--- src/hdl/tss_pkg.sv ---
package tss_pkg;

  localparam int CB = 12;          // coordinate width
  localparam int FB = 16;          // fraction bits of a crossing
  localparam int QB = FB + 1;      // quotient bits, quotient is at most 2^FB
  localparam int XW = QB + CB + 2; // crossing width, signed 15.16 with headroom
  localparam int NS = FB + 4;      // setup, FB divide steps, multiply, add, output

  typedef logic signed [CB-1:0] coord_t;

  typedef struct packed {
    logic          hit;
    coord_t        x1;
    logic [CB:0]   dx;   // signed x2 - x1
    logic [CB-1:0] dy;
    logic [CB-1:0] rem;
    logic [QB-1:0] quo;
  } edge_t;

  typedef struct packed {
    coord_t          row;
    edge_t [2:0]     e;
  } div_t;

  typedef struct packed {
    logic          hit;
    coord_t        x1;
    logic [XW-1:0] val;  // product, then crossing
  } lane_t;

  typedef struct packed {
    coord_t      row;
    lane_t [2:0] l;
  } mul_t;

  typedef struct packed {
    coord_t row;
    logic   ok;
    coord_t left;
    coord_t right;
  } span_t;

endpackage

--- src/hdl/tss_resolve.sv ---
module tss_resolve (
  input  logic           clk,
  input  logic [2:0]     en,
  input  tss_pkg::div_t  a,
  output tss_pkg::span_t q
);

  localparam int XW = tss_pkg::XW;
  localparam int FB = tss_pkg::FB;
  localparam int CB = tss_pkg::CB;
  localparam int QB = tss_pkg::QB;

  tss_pkg::mul_t mul;
  tss_pkg::mul_t add;
  tss_pkg::mul_t mul_d;
  tss_pkg::mul_t add_d;
  tss_pkg::span_t span_d;

  logic signed [XW-1:0] x0, x1v, x2v, lo, hi, lv, rv;
  logic ok;

  always_comb begin
    mul_d.row = a.row;
    for (int i = 0; i < 3; i++) begin
      mul_d.l[i].hit = a.e[i].hit;
      mul_d.l[i].x1  = a.e[i].x1;
      mul_d.l[i].val = $signed({{(XW-QB){1'b0}}, a.e[i].quo}) *
                       $signed({{(XW-CB-1){a.e[i].dx[CB]}}, a.e[i].dx});
    end
  end

  always_comb begin
    add_d = mul;
    for (int i = 0; i < 3; i++) begin
      add_d.l[i].val = mul.l[i].val +
        {{(XW-CB-FB){mul.l[i].x1[CB-1]}}, mul.l[i].x1, {FB{1'b0}}};
    end
  end

  always_comb begin
    x0  = add.l[0].val;
    x1v = add.l[1].val;
    x2v = add.l[2].val;
    ok  = 1'b1;
    lo  = x0;
    hi  = x1v;
    // pick the two crossings; with three, drop the largest
    unique case ({add.l[2].hit, add.l[1].hit, add.l[0].hit})
      3'b011: begin lo = x0;  hi = x1v; end
      3'b101: begin lo = x0;  hi = x2v; end
      3'b110: begin lo = x1v; hi = x2v; end
      3'b111: begin
        priority if (x2v >= x0 && x2v >= x1v) begin
          lo = x0; hi = x1v;
        end else if (x1v >= x0) begin
          lo = x0; hi = x2v;
        end else begin
          lo = x1v; hi = x2v;
        end
      end
      default: ok = 1'b0;
    endcase
    if (lo > hi) begin
      lv = hi; hi = lo; lo = lv;
    end
    lv = lo + {{(XW-1){1'b0}}, 1'b1};
    rv = hi - {{(XW-1){1'b0}}, 1'b1};
    span_d.row   = add.row;
    span_d.ok    = ok;
    span_d.left  = ok ? lv[FB+CB-1:FB] + {{(CB-1){1'b0}}, lv[FB-1]} : '0;
    span_d.right = ok ? rv[FB+CB-1:FB] + {{(CB-1){1'b0}}, rv[FB-1]} : '0;
  end

  always_ff @(posedge clk) begin
    if (en[0]) mul <= mul_d;
    if (en[1]) add <= add_d;
    if (en[2]) q   <= span_d;
  end

endmodule

--- config.mk ---
export PLATFORM = sky130hd
export DESIGN_NAME = tss_resolve
export DESIGN_NICKNAME = d
export VERILOG_FILES = /design/src/hdl/tss_pkg.sv /design/src/hdl/tss_resolve.sv
export SDC_FILE = /design/constraint.sdc
export NUM_CORES = 2
export LEC_CHECK = 0
export BUFFER_PORTS_ARGS = -buffer_cell sky130_fd_sc_hd__buf_2
export CAP_MARGIN = 10
export CORE_ASPECT_RATIO = 1.1
export CORE_MARGIN = 4
export CORE_UTILIZATION = 54
export CTS_BUF_LIST = sky130_fd_sc_hd__clkbuf_4 sky130_fd_sc_hd__clkbuf_8 sky130_fd_sc_hd__clkbuf_16
export DETAILED_ROUTE_END_ITERATION = 6
export PLACE_DENSITY_LB_ADDON = 0.08
export SLEW_MARGIN = 5
export SYNTH_ARGS = -nofsm -noshare
export SYNTH_HDL_FRONTEND = slang
export SYNTH_SLANG_ARGS = --single-unit
--- constraint.sdc ---
create_clock -name clk -period 10 [get_ports clk]
set_clock_uncertainty 0.05 [all_clocks]
set_input_delay 1 -clock clk [delete_from_list [all_inputs] [get_ports clk]]
set_output_delay 1 -clock clk [all_outputs]
set_load 0.01 [all_outputs]
==> flow_summary.ini <==
[run_status]
run_status = complete, no violations

[final_layout]
final_cells = 4847
antenna_cells = 0
multiInputGateArea_mm2 = 0.02604
finalNetCount = 5096
layout-drive-gt1-share = 0.07959
post-route-util = 0.5855
fillerInstances = 6112
syn_to_final_growth_pct = 7.491
final_cell_area_mm2 = 0.04040
seq_area_mm2 = 0.008678

[synth]
synthCells = 3789
synth-simple-area-share = 0.1549
synth_most_common_cell = inv_1
synthesis.area_mm2 = 0.03758
synth_compound_gate_area_share = 0.07451
synthAdderAreaFrac = 0.4273
syn-num-nets = 4989
synth_edf_count = 289
synth_commonest_cells = inv_1 (630), fa_1 (498), ha_1 (485), nand2_1 (476), edfxtp_1 (289)
synth_top_cell_area_share = 0.2653
ys_warn_count = 0
async_reset_ff_frac = 0
synth_top_family_by_area = adder cells
synthMuxAreaShare = 0.006925
synthDistinctLibCells = 85
yosysTopAreaCell = fa_1
ys_seq_area_frac = 0.2309
synth_seq_cells = 289
synth-xor-area-share = 0.02890
avgSynthCellArea_um2 = 9.919
ys_top_cells_by_area = fa_1 (27%), edfxtp_1 (23%), ha_1 (16%)
synth_ff_type = edfxtp_1

[clock_network]
cts_setup_buffers = 0
htreeDepth = 1
cts.path.max_buffers = 3
cts_tree = yes
clk_latency_ns = 0.59
cts_buffers = 31
clk_pin_slew_ns = 0.06
cts_resized = 0
cts-root-buf = clkbuf_16
hold_buffers = 0
cts_sinks = 289

[setup_path]
critPathRequiredTime_ns = 10.29
path_class = flip-flop to flip-flop
start_kind = flip-flop
cpPeakStageDelay_ns = 0.82
worstSetupPathDepth = 29
rr_worst_depth = 29
cpMostUsedCell = ha_1
critPathSlowestCell = o21ai_1
path_max_fanout = 20
endpoint_kind = flip-flop
path_buf_inv = 4
cpLargestDelayFamily = compound AO/OA/AOI/OAI gates
cp.arrival_ns = 9.47

[drt]
drtPass1Iterations = 5
vias_per_cell = 5.474
wl_um = 86870
routedWlPerCell_um = 17.92
drc = 0
drt_iter0_drc = 1696
postRouteAntennaNets = 0
dr_total_vias = 26530

[timing]
fin_crit_sh = 0.9178
setup_tns_ns = 0
relSlewSlack = 0.1977
final_max_slew_viol_count = 0
grt_setup_unrepaired = false
worstMarginPinSlew_ns = 1.192
setup_violations = 0
hold_violations = 0
max_freq_ghz = 0.1090
period_needed_ns = 9.178

[power]
peakVddDrop_v = 0.0003624
leakagePower_nw = 19.27
total_power_mw = 14.28
power_density_mw_per_mm2 = 353.4

[placement]
gp_congestion = 0.9410
io_buffers = 181
place_inst = 4790
hpwlAfterDp_um = 70020
dpl-instance-area_mm2 = 0.03935

[global_route]
grt_pass1_wl_um = 141400
antenna_found_initial = 0
track_usage = 0.2382
grt_pass1_vias = 26800
grt-ovfl-total = 0
grt_max_degree = 75

[flow_run]
drv_cap = 0

[die]
die_w_um = 259.5
core_area_mm2 = 0.06900
rows = 101
fp.dieH_um = 284.7
pin_count = 254
start_util = 0.5447
dieArea_mm2 = 0.07389

[min_path]
min_path_cells = 0
worstHoldPathType = flip-flop to flip-flop
[routing by layer]
| metal | vias up | track usage | wire length, um |
|---|---|---|---|
| met5 | - | 0 | 0 |
| met4 | 0 | 0.06045 | 2364 |
| met3 | 144 | 0.02798 | 4884 |
| met2 | 704 | 0.3942 | 40720 |
| met1 | 13060 | 0.3370 | 38910 |
| li1 | 12630 | - | - |
[worst reg2reg max path, delay by kind of cell (launching register included)]
kind,cells,cell delay (ns)
xor gates and xnor gates,2,0.32
adders and majority gates,5,1.47
and+or+nand+nor,8,2.88
AOI/OAI and AO/OA,10,3.05
buffers and inverters,4,0.59
DFF,1,0.58
[logic make-up after synthesis]
kind of cell | after synthesis
AND/OR/NAND/NOR | 1178
XOR/XNOR | 124
AO/OA/AOI/OAI | 428
flip-flops | 289
adder cells (fa/ha/maj) | 985
buffers and inverters | 762
multiplexers | 23
[registers in the layout (all words and copies together) (netlist names)]
signal  cells
q          37
mul        93
x1v        31
add_d      51
x0         31
add        15
x2v        31
[layout by cell type, fill, tap and decap left out, drive strengths merged, types with 7 or more instances in the layout]
master  Yosys  final
or3         7      7
o21a       14     14
a21boi     13     13
nor2      142    142
and2      256    256
nor4       30     30
clkbuf    123     34
mux2i      19     19
ha        485    485
and3       22     22
nand3      55     55
xor2       24     24
xnor2     100    100
nand2b     51     51
a21o       39     39
a31oi      14     14
o21bai     17     17
inv       630    635
edfxtp    289    289
o221ai      8      8
a21oi     136    136
or2        16     16
nand2     476    476
a211o       7      7
nand4      40     40
o21ai      94     94
clkinv      0     13
buf         9    206
nor2b      18     18
o211ai     10     10
nor3       44     44
a311oi     12     12
a211oi     15     15
fa        498    498
[final timing paths]
kind | start | endpoint | slack [ns]
min reg2reg | mul[45] | x1v[1] | 0.37
max | x0[12] | q[18] | 0.82
min | mul[45] | x1v[1] | 0.37
max reg2reg | x0[12] | q[18] | 0.82
[cell type report]
| class | count | share of cell area |
|---|---|---|
| clock inverter | 23 | 0.006256 |
| clock buffer | 34 | 0.01976 |
| timing repair buffer | 206 | 0.02729 |
| inverter | 630 | 0.05854 |
| multi-input combinational | 2738 | 0.6446 |
| tap | 927 | 0.02871 |
| sequential | 289 | 0.2148 |
[metrics by stage]
stage,hold WS [ns],setup slack (ns)
3_3_place_gp,0.3508,1.178
2_1_floorplan,0.3503,2.769
3_5_place_dp,0.3545,1.164
6_report,0.3662,0.8218
5_1_grt,0.3736,0.4295
4_1_cts,0.3643,1.138
[report_power, final]
group | total, mW | internal, mW | switching [mW]
registers | 2.62 | 2.28 | 0.334
clock network | 1.17 | 0.667 | 0.501
logic | 10.5 | 4.57 | 5.92
total | 14.3 | 7.52 | 6.76
(Power assumes the default switching activity.)
