[src/hdl/tss_pkg.sv]
package tss_pkg;

  localparam int CB = 12;          // coordinate width
  localparam int FB = 16;          // fraction bits of a crossing
  localparam int QB = FB + 1;      // quotient bits, quotient is at most 2^FB
  localparam int XW = QB + CB + 2; // crossing width, signed 15.16 with headroom
  localparam int NS = FB + 4;      // setup, FB divide steps, multiply, add, output

  typedef logic signed [CB-1:0] coord_t;

  typedef struct packed {
    logic          hit;
    coord_t        x1;
    logic [CB:0]   dx;   // signed x2 - x1
    logic [CB-1:0] dy;
    logic [CB-1:0] rem;
    logic [QB-1:0] quo;
  } edge_t;

  typedef struct packed {
    coord_t          row;
    edge_t [2:0]     e;
  } div_t;

  typedef struct packed {
    logic          hit;
    coord_t        x1;
    logic [XW-1:0] val;  // product, then crossing
  } lane_t;

  typedef struct packed {
    coord_t      row;
    lane_t [2:0] l;
  } mul_t;

  typedef struct packed {
    coord_t row;
    logic   ok;
    coord_t left;
    coord_t right;
  } span_t;

endpackage

[src/hdl/tss_div_step.sv]
module tss_div_step (
  input  logic          clk,
  input  logic          en,
  input  tss_pkg::div_t a,
  output tss_pkg::div_t q
);

  function automatic tss_pkg::edge_t step(input tss_pkg::edge_t e);
    logic [tss_pkg::CB:0] t;
    logic [tss_pkg::CB:0] s;
    logic ge;
    tss_pkg::edge_t o;
    o  = e;
    t  = {e.rem, 1'b0};
    ge = t >= {1'b0, e.dy};
    s  = t - {1'b0, e.dy};
    o.rem = ge ? s[tss_pkg::CB-1:0] : t[tss_pkg::CB-1:0];
    o.quo = {e.quo[tss_pkg::QB-2:0], ge};
    return o;
  endfunction

  tss_pkg::div_t d;

  always_comb begin
    d.row  = a.row;
    d.e[0] = step(a.e[0]);
    d.e[1] = step(a.e[1]);
    d.e[2] = step(a.e[2]);
  end

  always_ff @(posedge clk) begin
    if (en) q <= d;
  end

endmodule

[config.mk]
export PLATFORM = sky130hd
export DESIGN_NAME = tss_div_step
export DESIGN_NICKNAME = d
export VERILOG_FILES = /design/src/hdl/tss_pkg.sv /design/src/hdl/tss_div_step.sv
export SDC_FILE = /design/constraint.sdc
export NUM_CORES = 1
export LEC_CHECK = 0
export BUFFER_PORTS_ARGS = -buffer_cell sky130_fd_sc_hd__clkbuf_2
export CAP_MARGIN = 5
export CORE_AREA = 4 4 164 166
export DETAILED_ROUTE_END_ITERATION = 8
export DIE_AREA = 0 0 168 170
export SYNTH_ARGS = -nofsm -noshare
export SYNTH_HDL_FRONTEND = slang
export SYNTH_SLANG_ARGS = --single-unit
[constraint.sdc]
create_clock -name clk -period 2.8 [get_ports clk]
set_clock_uncertainty 0.15 [all_clocks]
set_input_delay 0.28 -clock clk [delete_from_list [all_inputs] [get_ports clk]]
set_output_delay 0.28 -clock clk [all_outputs]
set_load 0.01 [all_outputs]
==> results of run 1 <==
## cell usage after synthesis (6+ instances only)
master | count | area [um2]
xor2_1 | 12 | 105
a21o_1 | 6 | 45.0
edfxtp_1 | 213 | 6400
xnor2_1 | 15 | 131
o21ai_0 | 8 | 40.0
inv_1 | 43 | 161
nand2_1 | 18 | 67.6
nor2_1 | 17 | 63.8
a21oi_1 | 31 | 155
ha_1 | 36 | 450
mux2_4 | 14 | 210
o21a_1 | 6 | 45.0
and2_1 | 7 | 43.8
## cells in the final DEF, fill, tap and decap left out, drive strengths merged, types with 6 or more instances in the layout
master,instances
dlygate4sd3,204
clkinv,13
o21ai,10
mux2,23
a21oi,33
buf,28
a21o,6
nor2,17
o21a,6
ha,36
xor2,12
nand2,18
xnor2,15
edfxtp,213
and2,7
clkbuf,450
inv,44
## per-stage QoR
step / power (W) / TNS [ns]
finish: 0.00837 / 0
global route: 0.00880 / -0.00402
CTS: 0.00849 / 0
detailed placement: 0.00531 / -1.41
global placement: 0.00529 / -1.23
floorplan: 0.00462 / 0
## layer usage
metal  global-route usage  part of all wire  wire [um]
met5                    0           0.00046         12
met4               0.0533             0.027        709
met3               0.0451             0.081       2110
met2                0.303              0.50      13100
met1                0.212              0.39      10100
## final timing paths
kind | depth (start not counted) | endpoint
hold / removal | 3 | q[152]
setup / recovery | 8 | q[95]
## layout make-up
type	count	area, um2	share of cell area
Sequential cell	213	6400	0.452
Tap cell	335	419	0.0296
Inverter	43	161	0.0114
Timing Repair Buffer	656	4420	0.312
Clock buffer	26	587	0.0414
Multi-Input combinational cell	249	2040	0.144
Clock inverter	16	130	0.00919
Antenna cell	1	2.50	0.000177
## cells by family after synthesis
group / count (synthesis)
DFF: 213
AOI/OAI and AO/OA: 84
and+or+nand+nor: 73
buffers and inverters: 47
adders and majority gates: 39
xor gates and xnor gates: 27
muxes: 26
## power groups by stage
stage                     sequential [W]  combinational [W]  clock (W)
after floorplan                  0.00417           0.000456          0
after global placement           0.00400            0.00128          0
after detailed placement         0.00401            0.00130          0
after CTS                        0.00395            0.00154    0.00300
after global routing             0.00397            0.00166    0.00316
final                            0.00395            0.00153    0.00290
## repair_timing
item | CTS | global route
hold buffers | 204 | 0
hold endpoints to repair | 207 | 0
resized for setup | 0 | 3
setup endpoints to repair | 0 | 7
==> reports/results.tsv, run 1 <==
stage	metric	value	unit
status	status	finished clean	
pwr	p_clk_frac	0.346	
critical_path	worstPathMaxFanout	13	
placement	place_inst	1292	
sta	setup_viol	0	
die	num_rows	59	
clock_network	cts_tree	built	
synth	synth_compound_area_frac	0.0662	
synth	ys.warnings.count	0	
final_layout	final_core_util	0.553	
critical_path	worstSetupEndpointType	flip-flop	
routing	drt-total-wl	26000	um
sta	rsz0062_at_grt	yes	
sta	final_max_slew_viol_count	0	
synth	syn_area_per_cell	16.9	um2
die	start_util	0.336	
final_layout	syn2layout_area_growth	64.3	%
global_route	grt_pass1_vias	7265	
sta	tightest_slew	0.966	ns
sta	post-route-period-util	0.935	
die	die_h	170	um
synth	synth.distinct_cells	50	
synth	synth_adder_area_share	0.0592	
final_layout	final_area	14200	um2
pwr	switchingPower	0.00204	W
critical_path	critical_path.top_delay_family	compound AO/OA/AOI/OAI gates	
pwr	intPower	0.00633	W
routing	first_iter_violations	326	
synth	async_reset_ff_frac	0	
final_layout	top_regs	q (213)	
synth	synth_top_family_by_area	compound AO/OA/AOI/OAI gates	
routing	ant_nets	0	
pwr	p_leak	6.35	nW
critical_path	crit_type	input port to flip-flop	
global_route	grt_pass1_wl	39700	um
synth	ys_ff_latch	213	
critical_path	path_cells	dlygate4sd3_1 > clkbuf_2 > nor2b_1 > o31ai_1 > a21boi_1 > o211ai_2 > a21oi_2 > mux2_2	
routing	viasPerCell	4.45	
synth	synth-edff-count	213	
pwr	p_per_area	591	nW/um2
global_route	antenna_found_initial	2	
sta	fmax	382	MHz
sta	min_period	2.62	ns
die	die_w	168	um
global_route	grt_usage	0.173	
routing	dr.pass1.iters	4	
placement	dp_hpwl	18800	um
pwr	combPwrFrac	0.183	
die	fp.dieArea	28600	um2
clock_network	h-tree-depth	1	
synth	synth-main-ff-cell	edfxtp_1	
clock_network	root_buffer	clkbuf_16	
synth	syn_inst	509	
pwr	p_sw_frac	0.244	
clock_network	clkSinkCount	213	
sta	fin_ws	0.183	ns
min_path	hold_path.class	input port to flip-flop	
clock_network	cts_setup_buffers	0	
pwr	peakVddDrop	0.000423	V
final_layout	instances_no_fill	1539	
sta	hold_violations	0	
global_route	grt_max_degree	54	
synth	mappedNetlistArea	8620	um2
final_layout	largest_reg_flops	213	
routing	dr_total_vias	6855	
final_layout	fillers	2081	
final_layout	largest_register	q	
sta	slew-limit-headroom	0.356	
placement	routabilityCongestion	0.832	
routing	drc	0	
job	drv_cap	0	
die	boundaryPins	428	
placement	port_buffers	424	
synth	synth-simple-area-share	0.0431	
global_route	grt_overflow_total	0	
final_layout	drive_above_1_share	0.429	
critical_path	max_stage_delay	0.78	ns
sta	hold_ws	0.0343	ns
pwr	pwr-share-seq	0.472	
min_path	min_from	a[151]	
synth	ys_seq_area_frac	0.742	
placement	placed_area	11400	um2
critical_path	critPathLaunchType	input port	
placement	dp_slack	-0.133	ns
critical_path	crit_slowest_cell	a21oi_2	
critical_path	cp-startpoint	a[96]	
clock_network	cts_buffers	23	
critical_path	cp_num_buf_inv	2	
critical_path	cp.arrival	2.72	ns
clock_network	clock_path_buffers	3	
clock_network	clk_pin_slew	0.06	ns
synth	syn_nets	763	
final_layout	layout.nets	1440	
synth	synth_mux_area_frac	0.0396	
synth	synthXorXnorAreaFrac	0.0274	
die	core	25600	um2
critical_path	cp.required	2.91	ns
routing	wl_per_cell	16.9	um
No activity file was read; power rests on OpenSTA's default activity.
==> inputs of run 2 (changes only) <==
Settings changed: PLACE_DENSITY_LB_ADDON set to 0.3.
==> reports/results.tsv, run 2 (synthesized netlist as in run 1, its figures left out) <==
stage	metric	value	unit	change
status	status	finished clean		
final_layout	top_regs	q (213)		
pwr	peakVddDrop	0.000553	V	+31%
final_layout	syn2layout_area_growth	63.3	%	
die	die_w	168	um	unchanged
critical_path	cp.required	2.90	ns	about the same
placement	routabilityCongestion	0.813		-2.3%
sta	slew-limit-headroom	0.370		+0.0139
routing	drt-total-wl	25900	um	-0.25%
final_layout	largest_reg_flops	213		unchanged
clock_network	h-tree-depth	1		unchanged
global_route	grt_overflow_total	0		unchanged
pwr	power	0.00825	W	-1.5%
die	start_util	0.336		unchanged
routing	dr.pass1.iters	7		+3
global_route	antenna_found_initial	2		unchanged
clock_network	cts_buffers	23		unchanged
critical_path	path_cells	dlygate4sd3_1 > clkbuf_2 > inv_1 > ha_1 > o31ai_1 > a21boi_2 > o211ai_2 > a21oi_2 > mux2_2		
die	num_rows	59		unchanged
sta	rsz0062_at_grt	no		
critical_path	critPathLaunchType	input port		
sta	post-route-period-util	0.924		-0.0107
global_route	grt_pass1_vias	7177		-1.2%
critical_path	cp_num_buf_inv	3		+1
placement	placed_area	11400	um2	-0.26%
routing	ant_nets	0		unchanged
routing	dr_total_vias	6805		-0.73%
final_layout	largest_register	q		
critical_path	worstSetupEndpointType	flip-flop		
clock_network	clkSinkCount	213		unchanged
critical_path	cp.arrival	2.69	ns	-0.03 ns
routing	first_iter_violations	359		+10%
global_route	grt_usage	0.173		-0.000292
sta	fmax	387	MHz	+1.2%
sta	min_period	2.59	ns	-0.0299 ns
sta	setup_viol	0		unchanged
routing	viasPerCell	4.44		-0.34%
min_path	hold_path.class	input port to flip-flop		
critical_path	crit_slowest_cell	a21oi_2		
die	die_h	170	um	unchanged
die	boundaryPins	428		unchanged
placement	port_buffers	424		unchanged
pwr	p_per_area	586	nW/um2	-0.84%
sta	tightest_slew	0.945	ns	-0.0208 ns
critical_path	max_stage_delay	0.75	ns	-0.03 ns
job	drv_cap	0		unchanged
clock_network	root_buffer	clkbuf_16		
sta	hold_ws	0.0392	ns	+0.00489 ns
critical_path	critical_path.top_delay_family	compound AO/OA/AOI/OAI gates		
final_layout	final_area	14100	um2	-0.62%
critical_path	crit_type	input port to flip-flop		
final_layout	layout.nets	1435		-0.35%
clock_network	clk_pin_slew	0.06	ns	about the same
sta	final_max_slew_viol_count	0		unchanged
critical_path	worstPathMaxFanout	13		unchanged
clock_network	clock_path_buffers	3		unchanged
placement	dp_hpwl	18600	um	-1.2%
clock_network	cts_tree	built		
sta	fin_tns_setup	0	ns	unchanged
final_layout	drive_above_1_share	0.426		-0.00334
global_route	grt_max_degree	63		+17%
final_layout	final_core_util	0.549		-0.00342
routing	wl_per_cell	16.9	um	+0.14%
pwr	p_leak	6.30	nW	-0.77%
sta	hold_violations	0		unchanged
final_layout	mostFrequentLayoutCells	423 x clkbuf_2, 213 x edfxtp_1, 203 x dlygate4sd3_1		
die	core	25600	um2	unchanged
final_layout	mostFrequentLayoutCell	clkbuf_2		
routing	drc	0		unchanged
global_route	grt_pass1_wl	39400	um	-0.80%
clock_network	cts_setup_buffers	0		unchanged
die	fp.dieArea	28600	um2	unchanged
run 2: path summary, 6_finish.rpt:
| kind | to | depth (start not counted) | start |
|---|---|---|---|
| setup / recovery | q[154] | 9 | a[163] |
| hold / removal | q[85] | 3 | a[84] |
run 2: cell type report:
cell class | count | area [um2]
Inverter | 43 | 161
Tap cell | 335 | 419
Fill cell | 2086 | 11500
Timing Repair Buffer | 651 | 4380
Sequential cell | 213 | 6400
Clock buffer | 27 | 591
Clock inverter | 13 | 90.1
Antenna cell | 2 | 5.00
Multi-Input combinational cell | 249 | 2030
run 2: per-stage QoR:
stage               std cells  setup WS, ns
finish                   1533         0.213
global route             1533        0.0412
floorplan                 509         0.531
detailed placement       1288        -0.178
global placement         1288        -0.160
CTS                      1531         0.169
run 2: what timing repair did:
| action | in CTS | in global routing |
|---|---|---|
| hold endpoints to repair | 204 | 0 |
| hold buffers | 203 | 0 |
| resized for setup | 0 | 0 |
run 2: power by group:
| group | switching [W] | internal (W) |
|---|---|---|
| sequential | 0.0000859 | 0.00386 |
| clock | 0.00120 | 0.00159 |
| combinational | 0.000735 | 0.000774 |
run 2: layer usage:
metal	part of all wire	vias up	track usage
met5	0	-	0
met4	0.021	0	0.0416
met3	0.093	41	0.0557
met2	0.51	290	0.308
met1	0.38	3189	0.204
li1	-	3285	-
==> inputs of run 3 (changes only) <==
--- a/config.mk
+++ b/config.mk
@@ -8,7 +8,7 @@
 export BUFFER_PORTS_ARGS = -buffer_cell sky130_fd_sc_hd__clkbuf_2
 export CAP_MARGIN = 5
-export CORE_AREA = 4 4 164 166
+export CORE_AREA = 4 4 162 164
 export DETAILED_ROUTE_END_ITERATION = 8
-export DIE_AREA = 0 0 168 170
+export DIE_AREA = 0 0 166 168
 export PLACE_DENSITY_LB_ADDON = 0.3
 export SYNTH_ARGS = -nofsm -noshare
==> constraint.sdc (replaced) <==
create_clock -name clk -period 3.3 [get_ports clk]
set_clock_uncertainty 0.15 [all_clocks]
set_input_delay 0 -clock clk [delete_from_list [all_inputs] [get_ports clk]]
set_output_delay 0 -clock clk [all_outputs]
set_load 0.01 [all_outputs]
==> reports/results.tsv, run 3 (synthesized netlist as in run 1, its figures left out) <==
stage	metric	value	unit	change
die	die_h	168	um	-1.2%
global_route	grt_util_met2	0.302		-0.00597
sta	fin_tns_setup	0	ns	unchanged
sta	slew-limit-headroom	0.439		+0.0688
placement	place_inst	1265		-1.8%
routing	ant_nets	0		unchanged
global_route	grt_pass1_vias	7141		-0.50%
global_route	antenna_found_initial	1		-1
global_route	top_usage_layer	met2		
sta	final_max_slew_viol_count	0		unchanged
clock_network	clk_pin_slew	0.06	ns	about the same
critical_path	path_cells	dlygate4sd3_1 > clkbuf_2 > inv_1 > ha_1 > and3_1 > o31ai_1 > a21boi_2 > o211ai_2 > a21oi_2 > mux2_2 > dlygate4sd3_1		
status	status	finished clean		
final_layout	largest_register	q		
placement	routabilityCongestion	0.827		+1.8%
routing	first_iter_violations	310		-14%
sta	setup_viol	0		unchanged
sta	post-route-period-util	0.828		
sta	rsz0062_at_grt	no		
final_layout	instances_no_fill	1520		-0.85%
pwr	p_per_area	516	nW/um2	-12%
critical_path	crit_slowest_cell	dlygate4sd3_1		
placement	dp_hpwl	17800	um	-4.0%
final_layout	largest_reg_flops	213		unchanged
critical_path	cp.arrival	2.83	ns	+0.14 ns
die	fp.dieArea	27900	um2	-2.4%
min_path	hold_path.class	input port to flip-flop		
routing	drc	0		unchanged
global_route	grt_use_met1	0.210		+0.00549
global_route	grt_max_degree	97		+54%
clock_network	clock_path_buffers	3		unchanged
critical_path	critPathLaunchType	input port		
critical_path	cp.required	3.40	ns	+0.50 ns
critical_path	worstSetupEndpointType	flip-flop		
sta	min_period	2.73	ns	
die	num_rows	58		-1.7%
pwr	peakVddDrop	0.000404	V	-27%
die	core	24900	um2	-2.8%
die	boundaryPins	428		unchanged
global_route	grt_usage	0.177		+0.00349
clock_network	cts_buffers	24		+4.3%
final_layout	mostFrequentLayoutCell	clkbuf_2		
clock_network	clkSinkCount	213		unchanged
critical_path	critPathMostFrequentCell	dlygate4sd3_1		
final_layout	drive_above_1_share	0.415		-0.0110
final_layout	layout.nets	1425		-0.70%
routing	dr.pass1.iters	5		-2
global_route	grt_use_met3	0.0554		-0.000337
routing	dr_total_vias	6895		+1.3%
global_route	grt_overflow_total	0		unchanged
clock_network	cts_tree	built		
die	start_util	0.346		+0.00979
routing	drt-total-wl	25800	um	-0.55%
sta	tightest_slew	0.842	ns	-0.103 ns
critical_path	max_stage_delay	0.55	ns	-0.20 ns
routing	viasPerCell	4.54		+2.2%
critical_path	worstPathMaxFanout	5		-8
final_layout	syn2layout_area_growth	63.7	%	
sta	fmax	366	MHz	
critical_path	crit_type	input port to flip-flop		
clock_network	h-tree-depth	1		unchanged
final_layout	final_core_util	0.567		+0.0173
final_layout	mostFrequentLayoutCells	423 x clkbuf_2, 213 x edfxtp_1, 210 x dlygate4sd3_1		
global_route	grt_pass1_wl	39800	um	+0.98%
clock_network	cts_setup_buffers	0		unchanged
clock_network	ctsResizeCount	0		unchanged
clock_network	root_buffer	clkbuf_16		
pwr	p_leak	6.29	nW	-0.17%
placement	port_buffers	424		unchanged
final_layout	fillers	1956		-6.2%
die	die_w	166	um	-1.2%
routing	wl_per_cell	17.0	um	+0.30%
sta	hold_violations	0		unchanged
job	drv_cap	0		unchanged
pwr	power	0.00727	W	-12%
final_layout	top_regs	q (213)		
## run 3: cell count changes in the layout (fill, tap and decap cells not counted)
cell / delta
clkinv_1: +2
clkinv_2: -2
buf_4: -18
bufinv_16: +2
inv_6: -1
diode_2: -1
dlygate4sd3_1: +7
clkbuf_16: +2
clkinv_4: +1
## run 3: layer usage
layer  wire [um]  up-vias
met3        2100       76
met5           0        -
met1        9800     3238
met4         982        0
li1            -     3263
met2       12900      318
## run 3: final cells by class
cell class	instances	area [um2]	area share
Antenna cell	1	2.50	0.000177
Clock buffer	29	641	0.0454
Clock inverter	15	148	0.0105
Inverter	43	161	0.0114
Multi-Input combinational cell	249	2030	0.144
Sequential cell	213	6400	0.453
Tap cell	330	413	0.0293
Timing Repair Buffer	640	4320	0.306
## run 3: power breakdown
| part | switching, W | total [W] | internal, W |
|---|---|---|---|
| logic | 0.000629 | 0.00127 | 0.000646 |
| clock network | 0.00104 | 0.00265 | 0.00161 |
| registers | 0.0000716 | 0.00335 | 0.00328 |
## run 3: final timing paths
path / start / end / slack, ns / depth (start not counted)
worst min-delay path: a[28] / q[25] / 0.01 / 4
worst max-delay path: a[166] / q[162] / 0.57 / 11
## run 3: timing repair
action	in CTS	in global routing
hold buffers	210	0
endpoints found under the hold margin	210	0
setup endpoints to repair	0	0
## run 3: per-stage QoR
step	instance area, um2	hold slack, ns	worst slack (ns)
after detailed placement	11200	0.0286	0.661
after global placement	11200	0.0269	0.673
final	14100	0.00987	0.569
after global routing	14100	0.0330	0.407
after CTS	14100	0.000717	0.613
after floorplan	8620	-0.0511	1.31
## run 3: critical path: cells and delay by family
family / cells / cell delay [ns]
multiplexers: 1 / 0.37
AND/OR/NAND/NOR: 1 / 0.20
AO/OA/AOI/OAI: 4 / 0.62
buffers and inverters: 4 / 1.26
adder cells (fa/ha/maj): 1 / 0.38
